`config.mk`:
```
export PLATFORM = sky130hd
export DESIGN_NAME = risc_integer_execute_unit_core
export DESIGN_NICKNAME = d
export VERILOG_FILES = /design/src/rtl/rieu_pkg.sv /design/src/rtl/rieu_ctrl.sv /design/src/rtl/rieu_dpath.sv /design/src/rtl/risc_integer_execute_unit_core.sv
export SDC_FILE = /design/constraint.sdc
export NUM_CORES = 2
export LEC_CHECK = 0
export BUFFER_PORTS_ARGS = -buffer_cell sky130_fd_sc_hd__clkbuf_2
export CAP_MARGIN = 10
export CELL_PAD_IN_SITES_DETAIL_PLACEMENT = 1
export CELL_PAD_IN_SITES_GLOBAL_PLACEMENT = 2
export CORE_ASPECT_RATIO = 0.6
export CORE_MARGIN = 2
export CORE_UTILIZATION = 41
export DETAILED_ROUTE_END_ITERATION = 10
export PLACE_DENSITY = 0.87
export SYNTH_ARGS = -nofsm -noshare
export SYNTH_HDL_FRONTEND = slang
export SYNTH_SLANG_ARGS = --single-unit
export TNS_END_PERCENT = 100
```
`constraint.sdc`:
```
create_clock -name clk_i -period 10.1 [get_ports clk_i]
set_clock_uncertainty 0.15 [all_clocks]
set_input_delay 1.01 -clock clk_i [delete_from_list [all_inputs] [get_ports clk_i]]
set_output_delay 1.01 -clock clk_i [all_outputs]
set_load 0.05 [all_outputs]
```
`src/rtl/rieu_pkg.sv`:
```
`default_nettype none
package rieu_pkg;
  localparam int unsigned XLEN = 32;

  localparam logic [5:0] OP_SPECIAL = 6'h00;
  localparam logic [5:0] OP_REGIMM  = 6'h01;
  localparam logic [5:0] OP_J       = 6'h02;
  localparam logic [5:0] OP_JAL     = 6'h03;
  localparam logic [5:0] OP_BEQ     = 6'h04;
  localparam logic [5:0] OP_BNE     = 6'h05;
  localparam logic [5:0] OP_BLEZ    = 6'h06;
  localparam logic [5:0] OP_BGTZ    = 6'h07;
  localparam logic [5:0] OP_ADDI    = 6'h08;
  localparam logic [5:0] OP_ADDIU   = 6'h09;
  localparam logic [5:0] OP_SLTI    = 6'h0A;
  localparam logic [5:0] OP_ANDI    = 6'h0C;
  localparam logic [5:0] OP_ORI     = 6'h0D;
  localparam logic [5:0] OP_XORI    = 6'h0E;
  localparam logic [5:0] OP_LUI     = 6'h0F;
  localparam logic [5:0] OP_LB      = 6'h20;
  localparam logic [5:0] OP_LH      = 6'h21;
  localparam logic [5:0] OP_LW      = 6'h23;
  localparam logic [5:0] OP_SB      = 6'h28;
  localparam logic [5:0] OP_SH      = 6'h29;
  localparam logic [5:0] OP_SW      = 6'h2B;

  localparam logic [5:0] FN_SLL     = 6'h00;
  localparam logic [5:0] FN_SRL     = 6'h02;
  localparam logic [5:0] FN_SRA     = 6'h03;
  localparam logic [5:0] FN_JR      = 6'h08;
  localparam logic [5:0] FN_JALR    = 6'h09;
  localparam logic [5:0] FN_SYSCALL = 6'h0C;
  localparam logic [5:0] FN_MFHI    = 6'h10;
  localparam logic [5:0] FN_MTHI    = 6'h11;
  localparam logic [5:0] FN_MFLO    = 6'h12;
  localparam logic [5:0] FN_MTLO    = 6'h13;
  localparam logic [5:0] FN_MULT    = 6'h18;
  localparam logic [5:0] FN_MULTU   = 6'h19;
  localparam logic [5:0] FN_DIV     = 6'h1A;
  localparam logic [5:0] FN_DIVU    = 6'h1B;
  localparam logic [5:0] FN_ADD     = 6'h20;
  localparam logic [5:0] FN_ADDU    = 6'h21;
  localparam logic [5:0] FN_SUB     = 6'h22;
  localparam logic [5:0] FN_SUBU    = 6'h23;
  localparam logic [5:0] FN_AND     = 6'h24;
  localparam logic [5:0] FN_OR      = 6'h25;
  localparam logic [5:0] FN_XOR     = 6'h26;
  localparam logic [5:0] FN_NOR     = 6'h27;
  localparam logic [5:0] FN_SLT     = 6'h2A;

  localparam logic [31:0] EXIT_CODE = 32'h0000_000A;

  typedef enum logic [1:0] {
    LONG_NONE = 2'd0,
    LONG_MUL  = 2'd1,
    LONG_DIV  = 2'd2
  } long_e;

  typedef struct packed {
    logic  load;
    long_e long_op;
    logic  start;
    logic  step;
    logic  finish;
  } ctl_t;

  typedef struct packed {
    logic  last;
    long_e long_op;
  } sts_t;
endpackage
`default_nettype wire

```
`src/rtl/rieu_ctrl.sv`:
```
`default_nettype none
module rieu_ctrl (
  input  wire logic          clk_i,
  input  wire logic          rst_ni,
  input  wire logic          in_valid_i,
  output logic               in_ready_o,
  output logic               out_valid_o,
  input  wire logic          out_ready_i,
  input  wire rieu_pkg::sts_t sts_i,
  output rieu_pkg::ctl_t     ctl_o
);
  import rieu_pkg::*;

  localparam logic [1:0] S_IDLE = 2'd0;
  localparam logic [1:0] S_PREP = 2'd1;
  localparam logic [1:0] S_RUN  = 2'd2;
  localparam logic [1:0] S_OUT  = 2'd3;

  logic [1:0] state_q, state_d;
  logic       accept;

  assign in_ready_o  = (state_q == S_IDLE) || (state_q == S_OUT && out_ready_i);
  assign out_valid_o = (state_q == S_OUT);
  assign accept      = in_valid_i && in_ready_o;

  always_comb begin
    state_d       = state_q;
    ctl_o         = '0;
    ctl_o.long_op = sts_i.long_op;
    ctl_o.load    = accept;
    case (state_q)
      S_IDLE, S_OUT: begin
        if (accept) begin
          state_d = S_PREP;
        end else if (state_q == S_OUT && out_ready_i) begin
          state_d = S_IDLE;
        end
      end
      S_PREP: begin
        if (sts_i.long_op == LONG_NONE) begin
          ctl_o.finish = 1'b1;
          state_d      = S_OUT;
        end else begin
          ctl_o.start = 1'b1;
          state_d     = S_RUN;
        end
      end
      S_RUN: begin
        if (sts_i.last) begin
          ctl_o.finish = 1'b1;
          state_d      = S_OUT;
        end else begin
          ctl_o.step = 1'b1;
        end
      end
      default: state_d = S_IDLE;
    endcase
  end

  always_ff @(posedge clk_i or negedge rst_ni) begin
    if (!rst_ni) begin
      state_q <= S_IDLE;
    end else begin
      state_q <= state_d;
    end
  end
endmodule
`default_nettype wire

```
`src/rtl/rieu_dpath.sv`:
```
`default_nettype none
module rieu_dpath #(
  parameter int unsigned Xlen = rieu_pkg::XLEN
) (
  input  wire logic             clk_i,
  input  wire logic             rst_ni,
  input  wire rieu_pkg::ctl_t   ctl_i,
  output rieu_pkg::sts_t        sts_o,
  input  wire logic [5:0]       mode_i,
  input  wire logic [5:0]       function_code_i,
  input  wire logic [Xlen-1:0]  operand_a_i,
  input  wire logic [Xlen-1:0]  operand_b_i,
  input  wire logic [15:0]      immediate_i,
  input  wire logic [4:0]       shift_amount_i,
  input  wire logic [Xlen-1:0]  syscall_code_i,
  output logic [Xlen-1:0]       result_o,
  output logic                  result_valid_o,
  output logic [Xlen-1:0]       hi_value_o,
  output logic [Xlen-1:0]       lo_value_o,
  output logic                  halt_o,
  output logic                  unsupported_o
);
  import rieu_pkg::*;

  localparam int unsigned CntW = $clog2(Xlen) + 1;

  logic [5:0]      op_q, fn_q;
  logic [Xlen-1:0] a_q, b_q, code_q;
  logic [15:0]     imm_q;
  logic [4:0]      sa_q;
  logic [Xlen-1:0] hi_q, hi_d, lo_q, lo_d;
  logic [Xlen-1:0] res_q, res_d;
  logic            vld_q, vld_d, halt_q, halt_d, uns_q, uns_d;

  // shared shift-add / restoring-divide engine on magnitudes
  logic [Xlen-1:0] acc_q, acc_d, mq_q, mq_d, dv_q, dv_d;
  logic [CntW-1:0] cnt_q, cnt_d;
  logic            neg_q_q, neg_r_q, neg_q_d, neg_r_d;

  logic [Xlen-1:0] sext_imm, zext_imm, add_imm, prod_b;
  logic [Xlen:0]   madd, rem_try;
  logic [Xlen-1:0] rem_sh;
  logic [2*Xlen-1:0] prod_full, prod_neg;
  logic            na, nb, div0;
  long_e           kind;
  logic            sgn;

  assign sext_imm = {{(Xlen-16){imm_q[15]}}, imm_q};
  assign zext_imm = {{(Xlen-16){1'b0}}, imm_q};
  assign add_imm  = a_q + sext_imm;
  assign na       = a_q[Xlen-1];
  assign nb       = b_q[Xlen-1];
  assign div0     = (b_q == '0);

  always_comb begin
    kind = LONG_NONE;
    if (op_q == OP_SPECIAL) begin
      if (fn_q == FN_MULT || fn_q == FN_MULTU) begin
        kind = LONG_MUL;
      end else if ((fn_q == FN_DIV || fn_q == FN_DIVU) && !div0) begin
        kind = LONG_DIV;
      end
    end
  end
  assign sts_o.long_op = kind;
  assign sts_o.last    = (cnt_q == CntW'(Xlen));

  assign sgn = (fn_q == FN_MULT) || (fn_q == FN_DIV);

  // iteration datapath
  assign prod_b  = mq_q[0] ? dv_q : '0;
  assign madd    = {1'b0, acc_q} + {1'b0, prod_b};
  assign rem_sh  = {acc_q[Xlen-2:0], mq_q[Xlen-1]};
  assign rem_try = {acc_q[Xlen-1], rem_sh} - {1'b0, dv_q};
  assign prod_full = {acc_q, mq_q};
  assign prod_neg  = '0 - prod_full;

  always_comb begin
    acc_d   = acc_q;
    mq_d    = mq_q;
    dv_d    = dv_q;
    cnt_d   = cnt_q;
    neg_q_d = neg_q_q;
    neg_r_d = neg_r_q;
    if (ctl_i.start) begin
      acc_d   = '0;
      cnt_d   = '0;
      mq_d    = (sgn && na) ? ('0 - a_q) : a_q;
      dv_d    = (sgn && nb) ? ('0 - b_q) : b_q;
      neg_q_d = sgn && (na != nb);
      neg_r_d = sgn && na;
    end else if (ctl_i.step) begin
      cnt_d = cnt_q + CntW'(1);
      if (ctl_i.long_op == LONG_MUL) begin
        acc_d = madd[Xlen:1];
        mq_d  = {madd[0], mq_q[Xlen-1:1]};
      end else begin
        if (!rem_try[Xlen]) begin
          acc_d = rem_try[Xlen-1:0];
          mq_d  = {mq_q[Xlen-2:0], 1'b1};
        end else begin
          acc_d = rem_sh;
          mq_d  = {mq_q[Xlen-2:0], 1'b0};
        end
      end
    end
  end

  always_comb begin
    res_d  = '0;
    vld_d  = 1'b0;
    halt_d = 1'b0;
    uns_d  = 1'b0;
    hi_d   = hi_q;
    lo_d   = lo_q;
    if (op_q == OP_SPECIAL) begin
      case (fn_q)
        FN_SLL: begin res_d = b_q << sa_q; vld_d = 1'b1; end
        FN_SRL: begin res_d = b_q >> sa_q; vld_d = 1'b1; end
        FN_SRA: begin res_d = $unsigned($signed(b_q) >>> sa_q); vld_d = 1'b1; end
        FN_JR, FN_JALR: ;
        FN_SYSCALL: halt_d = (code_q == Xlen'(EXIT_CODE));
        FN_MFHI: begin res_d = hi_q; vld_d = 1'b1; end
        FN_MTHI: hi_d = a_q;
        FN_MFLO: begin res_d = lo_q; vld_d = 1'b1; end
        FN_MTLO: lo_d = a_q;
        FN_MULT, FN_MULTU: begin
          if (neg_q_q) begin
            hi_d = prod_neg[2*Xlen-1:Xlen];
            lo_d = prod_neg[Xlen-1:0];
          end else begin
            hi_d = acc_q;
            lo_d = mq_q;
          end
        end
        FN_DIV, FN_DIVU: begin
          if (!div0) begin
            lo_d = neg_q_q ? ('0 - mq_q) : mq_q;
            hi_d = neg_r_q ? ('0 - acc_q) : acc_q;
          end
        end
        FN_ADD, FN_ADDU: begin res_d = a_q + b_q; vld_d = 1'b1; end
        FN_SUB, FN_SUBU: begin res_d = a_q - b_q; vld_d = 1'b1; end
        FN_AND: begin res_d = a_q & b_q; vld_d = 1'b1; end
        FN_OR:  begin res_d = a_q | b_q; vld_d = 1'b1; end
        FN_XOR: begin res_d = a_q ^ b_q; vld_d = 1'b1; end
        FN_NOR: begin res_d = ~(a_q | b_q); vld_d = 1'b1; end
        FN_SLT: begin
          res_d = Xlen'($signed(a_q) < $signed(b_q));
          vld_d = 1'b1;
        end
        default: uns_d = 1'b1;
      endcase
    end else begin
      case (op_q)
        OP_REGIMM, OP_J, OP_JAL, OP_BEQ, OP_BNE, OP_BLEZ, OP_BGTZ: ;
        OP_ADDI, OP_ADDIU, OP_LB, OP_LH, OP_LW, OP_SB, OP_SH, OP_SW: begin
          res_d = add_imm; vld_d = 1'b1;
        end
        OP_SLTI: begin
          res_d = Xlen'($signed(a_q) < $signed(sext_imm));
          vld_d = 1'b1;
        end
        OP_ANDI: begin res_d = a_q & zext_imm; vld_d = 1'b1; end
        OP_ORI:  begin res_d = a_q | zext_imm; vld_d = 1'b1; end
        OP_XORI: begin res_d = a_q ^ zext_imm; vld_d = 1'b1; end
        OP_LUI:  begin res_d = {imm_q, {(Xlen-16){1'b0}}}; vld_d = 1'b1; end
        default: uns_d = 1'b1;
      endcase
    end
  end

  always_ff @(posedge clk_i) begin
    if (ctl_i.load) begin
      op_q   <= mode_i;
      fn_q   <= function_code_i;
      a_q    <= operand_a_i;
      b_q    <= operand_b_i;
      imm_q  <= immediate_i;
      sa_q   <= shift_amount_i;
      code_q <= syscall_code_i;
    end
    acc_q   <= acc_d;
    mq_q    <= mq_d;
    dv_q    <= dv_d;
    cnt_q   <= cnt_d;
    neg_q_q <= neg_q_d;
    neg_r_q <= neg_r_d;
    if (ctl_i.finish) begin
      res_q <= res_d;
    end
  end

  always_ff @(posedge clk_i or negedge rst_ni) begin
    if (!rst_ni) begin
      hi_q   <= '0;
      lo_q   <= '0;
      vld_q  <= 1'b0;
      halt_q <= 1'b0;
      uns_q  <= 1'b0;
    end else if (ctl_i.finish) begin
      hi_q   <= hi_d;
      lo_q   <= lo_d;
      vld_q  <= vld_d;
      halt_q <= halt_d;
      uns_q  <= uns_d;
    end
  end

  assign result_o       = res_q;
  assign result_valid_o = vld_q;
  assign hi_value_o     = hi_q;
  assign lo_value_o     = lo_q;
  assign halt_o         = halt_q;
  assign unsupported_o  = uns_q;
endmodule
`default_nettype wire

```
`src/rtl/risc_integer_execute_unit_core.sv`:
```
// Accept registers the operands; simple operations finish from PREP, while
//   MULT/MULTU and DIV/DIVU (nonzero divisor) run one bit per cycle, shared engine.
// Throughput: one instruction at a time; a new one is taken in the cycle its
//   predecessor's result is taken.
// Reset (rst_ni low, asynchronous): HI and LO cleared, controller idle.
`default_nettype none
module risc_integer_execute_unit_core #(
  parameter int unsigned Xlen = rieu_pkg::XLEN
) (
  input  wire logic            clk_i,
  input  wire logic            rst_ni,
  input  wire logic            in_valid_i,
  output logic                 in_ready_o,
  input  wire logic [5:0]      mode_i,
  input  wire logic [5:0]      function_code_i,
  input  wire logic [Xlen-1:0] operand_a_i,
  input  wire logic [Xlen-1:0] operand_b_i,
  input  wire logic [15:0]     immediate_i,
  input  wire logic [4:0]      shift_amount_i,
  input  wire logic [Xlen-1:0] syscall_code_i,
  output logic                 out_valid_o,
  input  wire logic            out_ready_i,
  output logic [Xlen-1:0]      result_o,
  output logic                 result_valid_o,
  output logic [Xlen-1:0]      hi_value_o,
  output logic [Xlen-1:0]      lo_value_o,
  output logic                 halt_o,
  output logic                 unsupported_o
);
  import rieu_pkg::*;

  ctl_t ctl;
  sts_t sts;

  rieu_ctrl u_ctrl (
    .clk_i       (clk_i),
    .rst_ni      (rst_ni),
    .in_valid_i  (in_valid_i),
    .in_ready_o  (in_ready_o),
    .out_valid_o (out_valid_o),
    .out_ready_i (out_ready_i),
    .sts_i       (sts),
    .ctl_o       (ctl)
  );

  rieu_dpath #(.Xlen(Xlen)) u_dpath (
    .clk_i           (clk_i),
    .rst_ni          (rst_ni),
    .ctl_i           (ctl),
    .sts_o           (sts),
    .mode_i          (mode_i),
    .function_code_i (function_code_i),
    .operand_a_i     (operand_a_i),
    .operand_b_i     (operand_b_i),
    .immediate_i     (immediate_i),
    .shift_amount_i  (shift_amount_i),
    .syscall_code_i  (syscall_code_i),
    .result_o        (result_o),
    .result_valid_o  (result_valid_o),
    .hi_value_o      (hi_value_o),
    .lo_value_o      (lo_value_o),
    .halt_o          (halt_o),
    .unsupported_o   (unsupported_o)
  );
endmodule
`default_nettype wire

```
==> flow_summary_export.csv <==
group,metric,value,unit
outcome,status,"completed",
setup_path,cp_max_fo,9,
synth,synth_fa_ha_area_share,10.6,%
setup_path,crit_slowest_cell,"edfxtp_1",
placement,place_hpwl,134000,µm
final_layout,drive_gt1_share,12.0,%
synth,netlist.area_leader.share,21.2,%
drt,ant_nets,0,
synth,synth_area_leaders,"edfxtp_1 21%, ha_1 10%, o21ai_0 5.4%",
grt,grt_overflow,0,
synth,muxShareOfSynthArea,6.87,%
setup_path,crit_chain,"inv_1 > ha_1 > or4_1 > or3_1 > a21oi_1 > o31ai_1 > a21boi_0 > o31ai_1 > o21ai_0 > nand2b_1 > a221oi_1 > o221ai_1",
setup_path,worstPathRequired,10.27,ns
power,p_per_area,267,nW/µm²
synth,async_flop_share,20.7,%
grt,use_met1,62.3,%
synth,synth.distinct_cells,90,
timing,finalSetupViolations,0,
timing,rsz0062_at_grt,"no",
setup_path,worst_setup_path_end_kind,"flip-flop",
synth,ys_ff_latch,334,
synth,synth_fp_nets,4325,
clock_tree,cts-root-buf,"clkbuf_16",
synth,syn_area_per_cell,8.21,µm²
grt,grt_usage,40.1,%
clock_tree,cts_hold_buf,0,
floorplan,rows,79,
grt,grt_max_degree,93,
floorplan,core_area,77600,µm²
floorplan,die-area,80900,µm²
grt,grtUsageMet3,15.5,%
worst_hold_path,hold_class,"in2async",
grt,grt_pass1_wl,238000,µm
timing,fmax,0.182,GHz
power,pwr-share-seq,25.8,%
setup_path,crit_buf_inv,1,
grt,grt_use_met2,50.0,%
clock_tree,clk_latency,0.61,ns
timing,tns,0,ns
clock_tree,clk_pin_slew_worst_paths,0.07,ns
power,p_sw_share,52.5,%
timing,drv_slew,0,
drt,wl,168000,µm
drt,routedWlPerCell,32.9,µm
placement,portBuffers,233,
floorplan,initial_utilization,41.5,%
power,p_leak,0.0147,µW
floorplan,io_pins,234,
grt,grt_pass1_vias,31400,
synth,yosysSeqAreaShare,28.9,%
clock_tree,cts_tree,"yes",
drt,viasPerCell,6.63,
timing,fin_crit,5.49,ns
timing,tightestPinTransition,1.34,ns
clock_tree,cts_resized,0,
setup_path,crit_top_cell,"o31ai_1",
floorplan,die_x,366,µm
drt,drc,0,
drt,drtIter0Drc,5187,
timing,max_slew_margin,9.46,%
synth,synthCells,3921,
grt,grt_antenna_before_repair,8,
clock_tree,cts.sinks,334,
setup_path,worst_setup_path_start_kind,"flip-flop",
timing,finalHoldViolCount,0,
drt,vias,34000,
power,p_sw,5020,µW
placement,gp_congestion,1.06,
synth,synth-simple-area-share,17.2,%
run,drv_cap,0,
synth,synth_largest_area_cell,"edfxtp_1",
clock_tree,cts_buffer_depth,3,
clock_tree,ctsHtreeMaxLevel,2,
synth,synth-xor-area-share,6.26,%
final_layout,post-route-util,46.1,%
power,vdd_ir_drop_max,161,µV
synth,syn_area,32200,µm²
synth,synth_compound_gate_area_share,24.5,%
final_layout,multiInputGateArea,21200,µm²
grt,top_usage_layer,"met1",
clock_tree,numCtsBuffers,38,
power,comb_power_share,58.8,%
floorplan,die_y,221,µm
synth,synth-edff-count,227,
final_layout,syn_to_final_growth,11.1,%
setup_path,crit_arrival,5.66,ns
final_layout,n_fill_cell,9307,
synth,ys.flop_type,"edfxtp_1",
final_layout,seqCellArea,9300,µm²
clock_tree,post_cts_buffers,0,
synth,ys_warn_count,0,
drt,first_pass_iters,10,
power,clkPwrFrac,15.3,%
setup_path,critPathMaxStageDelay,0.71,ns
setup_path,crit_type,"reg2reg",
setup_path,critical_path.top_delay_family,"compound AO/OA/AOI/OAI gates",
power,internal_power,4540,µW
timing,timing.final.crit_share,54.4,%
synth,synth_top_family_by_area,"compound AO/OA/AOI/OAI gates",
final_layout,layout.nets,4437,
==> worst reg2reg max path: stages (launching register included) <==
cell	delay [ns]
edfxtp_1	0.71
inv_1	0.35
ha_1	0.51
or4_1	0.60
or3_1	0.33
a21oi_1	0.36
o31ai_1	0.27
a21boi_0	0.54
o31ai_1	0.30
o21ai_0	0.46
nand2b_1	0.14
a221oi_1	0.32
o221ai_1	0.14
==> synthesized netlist by cell type, types with 22 or more instances <==
cell type	number
nor2_1	374
a21o_1	54
ha_1	266
o21ai_0	349
o21bai_1	25
nand4_1	28
nor3_1	76
a211oi_1	49
a21oi_1	322
o211ai_1	56
nor2b_1	30
clkbuf_1	211
dfxtp_1	38
mux2i_1	121
nand2_1	408
a221oi_1	25
nand2b_1	40
o21a_1	22
xnor2_1	185
mux4_2	38
dfrtp_1	69
buf_1	28
inv_1	219
a22oi_1	30
nand3_1	77
o31ai_1	46
a222oi_1	25
edfxtp_1	227
xor2_1	45
a31oi_1	48
nor4_1	38
==> routing by layer <==
metal / part of all wire [%] / routed length, µm / vias to the layer above
met5: 0.14 / 236 / -
met4: 2.5 / 4230 / 8
met3: 15 / 24900 / 216
met2: 36 / 61500 / 2165
met1: 46 / 77500 / 17000
li1: - / - / 14600
==> through the flow <==
stage	area [µm²]	total power (µW)	setup slack [ns]	instances	hold slack [ns]
final	35800	9560	4.61	5123	0.165
after global routing	35700	9980	4.54	5116	0.179
after CTS	35700	9310	4.80	5116	0.162
after detailed placement	34500	7820	4.82	5046	0.348
after global placement	34500	7780	4.87	5046	0.333
after floorplan	32200	5840	4.89	3921	0.312
==> cell usage in the layout, fill, tap and decap left out, types with 21 or more instances in the layout <==
master	Yosys	routed
buf_4	0	90
nand2_1	408	407
clkbuf_2	0	232
nand2b_1	40	40
xnor2_1	185	185
a22oi_1	30	30
o31ai_1	46	46
o21a_1	22	22
and3_1	21	21
xor2_1	45	45
a31oi_1	48	48
a222oi_1	25	25
nor3_1	76	72
edfxtp_1	227	227
a21oi_1	322	320
nand3_1	77	77
o211ai_1	56	56
nor4_1	38	38
nor2_1	374	371
mux4_2	38	38
nor2b_1	30	30
o21ai_0	349	349
a211oi_1	49	47
nand4_1	28	28
dfxtp_1	38	38
a21o_1	54	54
mux2i_1	121	121
clkbuf_16	0	40
dfrtp_1	69	69
inv_1	219	219
o21bai_1	25	25
a221oi_1	25	25
ha_1	266	266
==> layout make-up <==
class | instances | area share [%]
antenna | 7 | 0.0490
clock inverter | 14 | 0.329
timing repair buffer | 324 | 5.25
clock buffer | 56 | 3.11
inverter | 223 | 2.34
tap | 1053 | 3.68
multi-input combinational | 3112 | 59.2
sequential | 334 | 26.0
==> sequential cells by signal, summed over array words and instances (netlist names), 2 cells and up <==
name,count
u_dpath.acc_q,32
u_dpath.mq_q,32
u_dpath.imm_q,16
u_dpath.a_q,32
u_dpath.lo_value_o,32
u_dpath.op_q,6
u_dpath.fn_q,6
u_dpath.cnt_q,6
u_dpath.hi_value_o,32
u_dpath.result_o,32
u_dpath.sa_q,5
u_dpath.b_q,32
u_dpath.dv_q,32
u_dpath.code_q,32
u_ctrl.state_q,2
==> worst paths after layout <==
path                                  start                endpoint  slack [ns]  depth (start not counted)
max                          u_dpath.a_q[7]     u_dpath.result_o[0]        4.61                         12
min                                  rst_ni  u_dpath.result_valid_o        0.17                          1
max reg2reg                  u_dpath.a_q[7]     u_dpath.result_o[0]        4.61                         12
min reg2reg                u_dpath.cnt_q[1]        u_dpath.cnt_q[1]        0.35                          2
max in group asynchronous            rst_ni   u_dpath.lo_value_o[2]        8.47                          2
min in group clk_i         u_dpath.cnt_q[1]        u_dpath.cnt_q[1]        0.35                          2
==> cell families after synthesis <==
family | Yosys count
compound gates | 1236
xor+xnor | 230
mux | 172
fa+ha+maj | 271
simple gates | 1203
buf+inv | 475
flops | 334
==> power groups by stage <==
stage	registers, µW	logic (µW)	clock network, µW
after floorplan	2330	3510	0
after global placement	2440	5330	0
after detailed placement	2460	5360	0
after CTS	2440	5400	1470
after global routing	2490	5960	1520
final	2470	5620	1460
No activity file was read; power rests on OpenSTA's default activity.
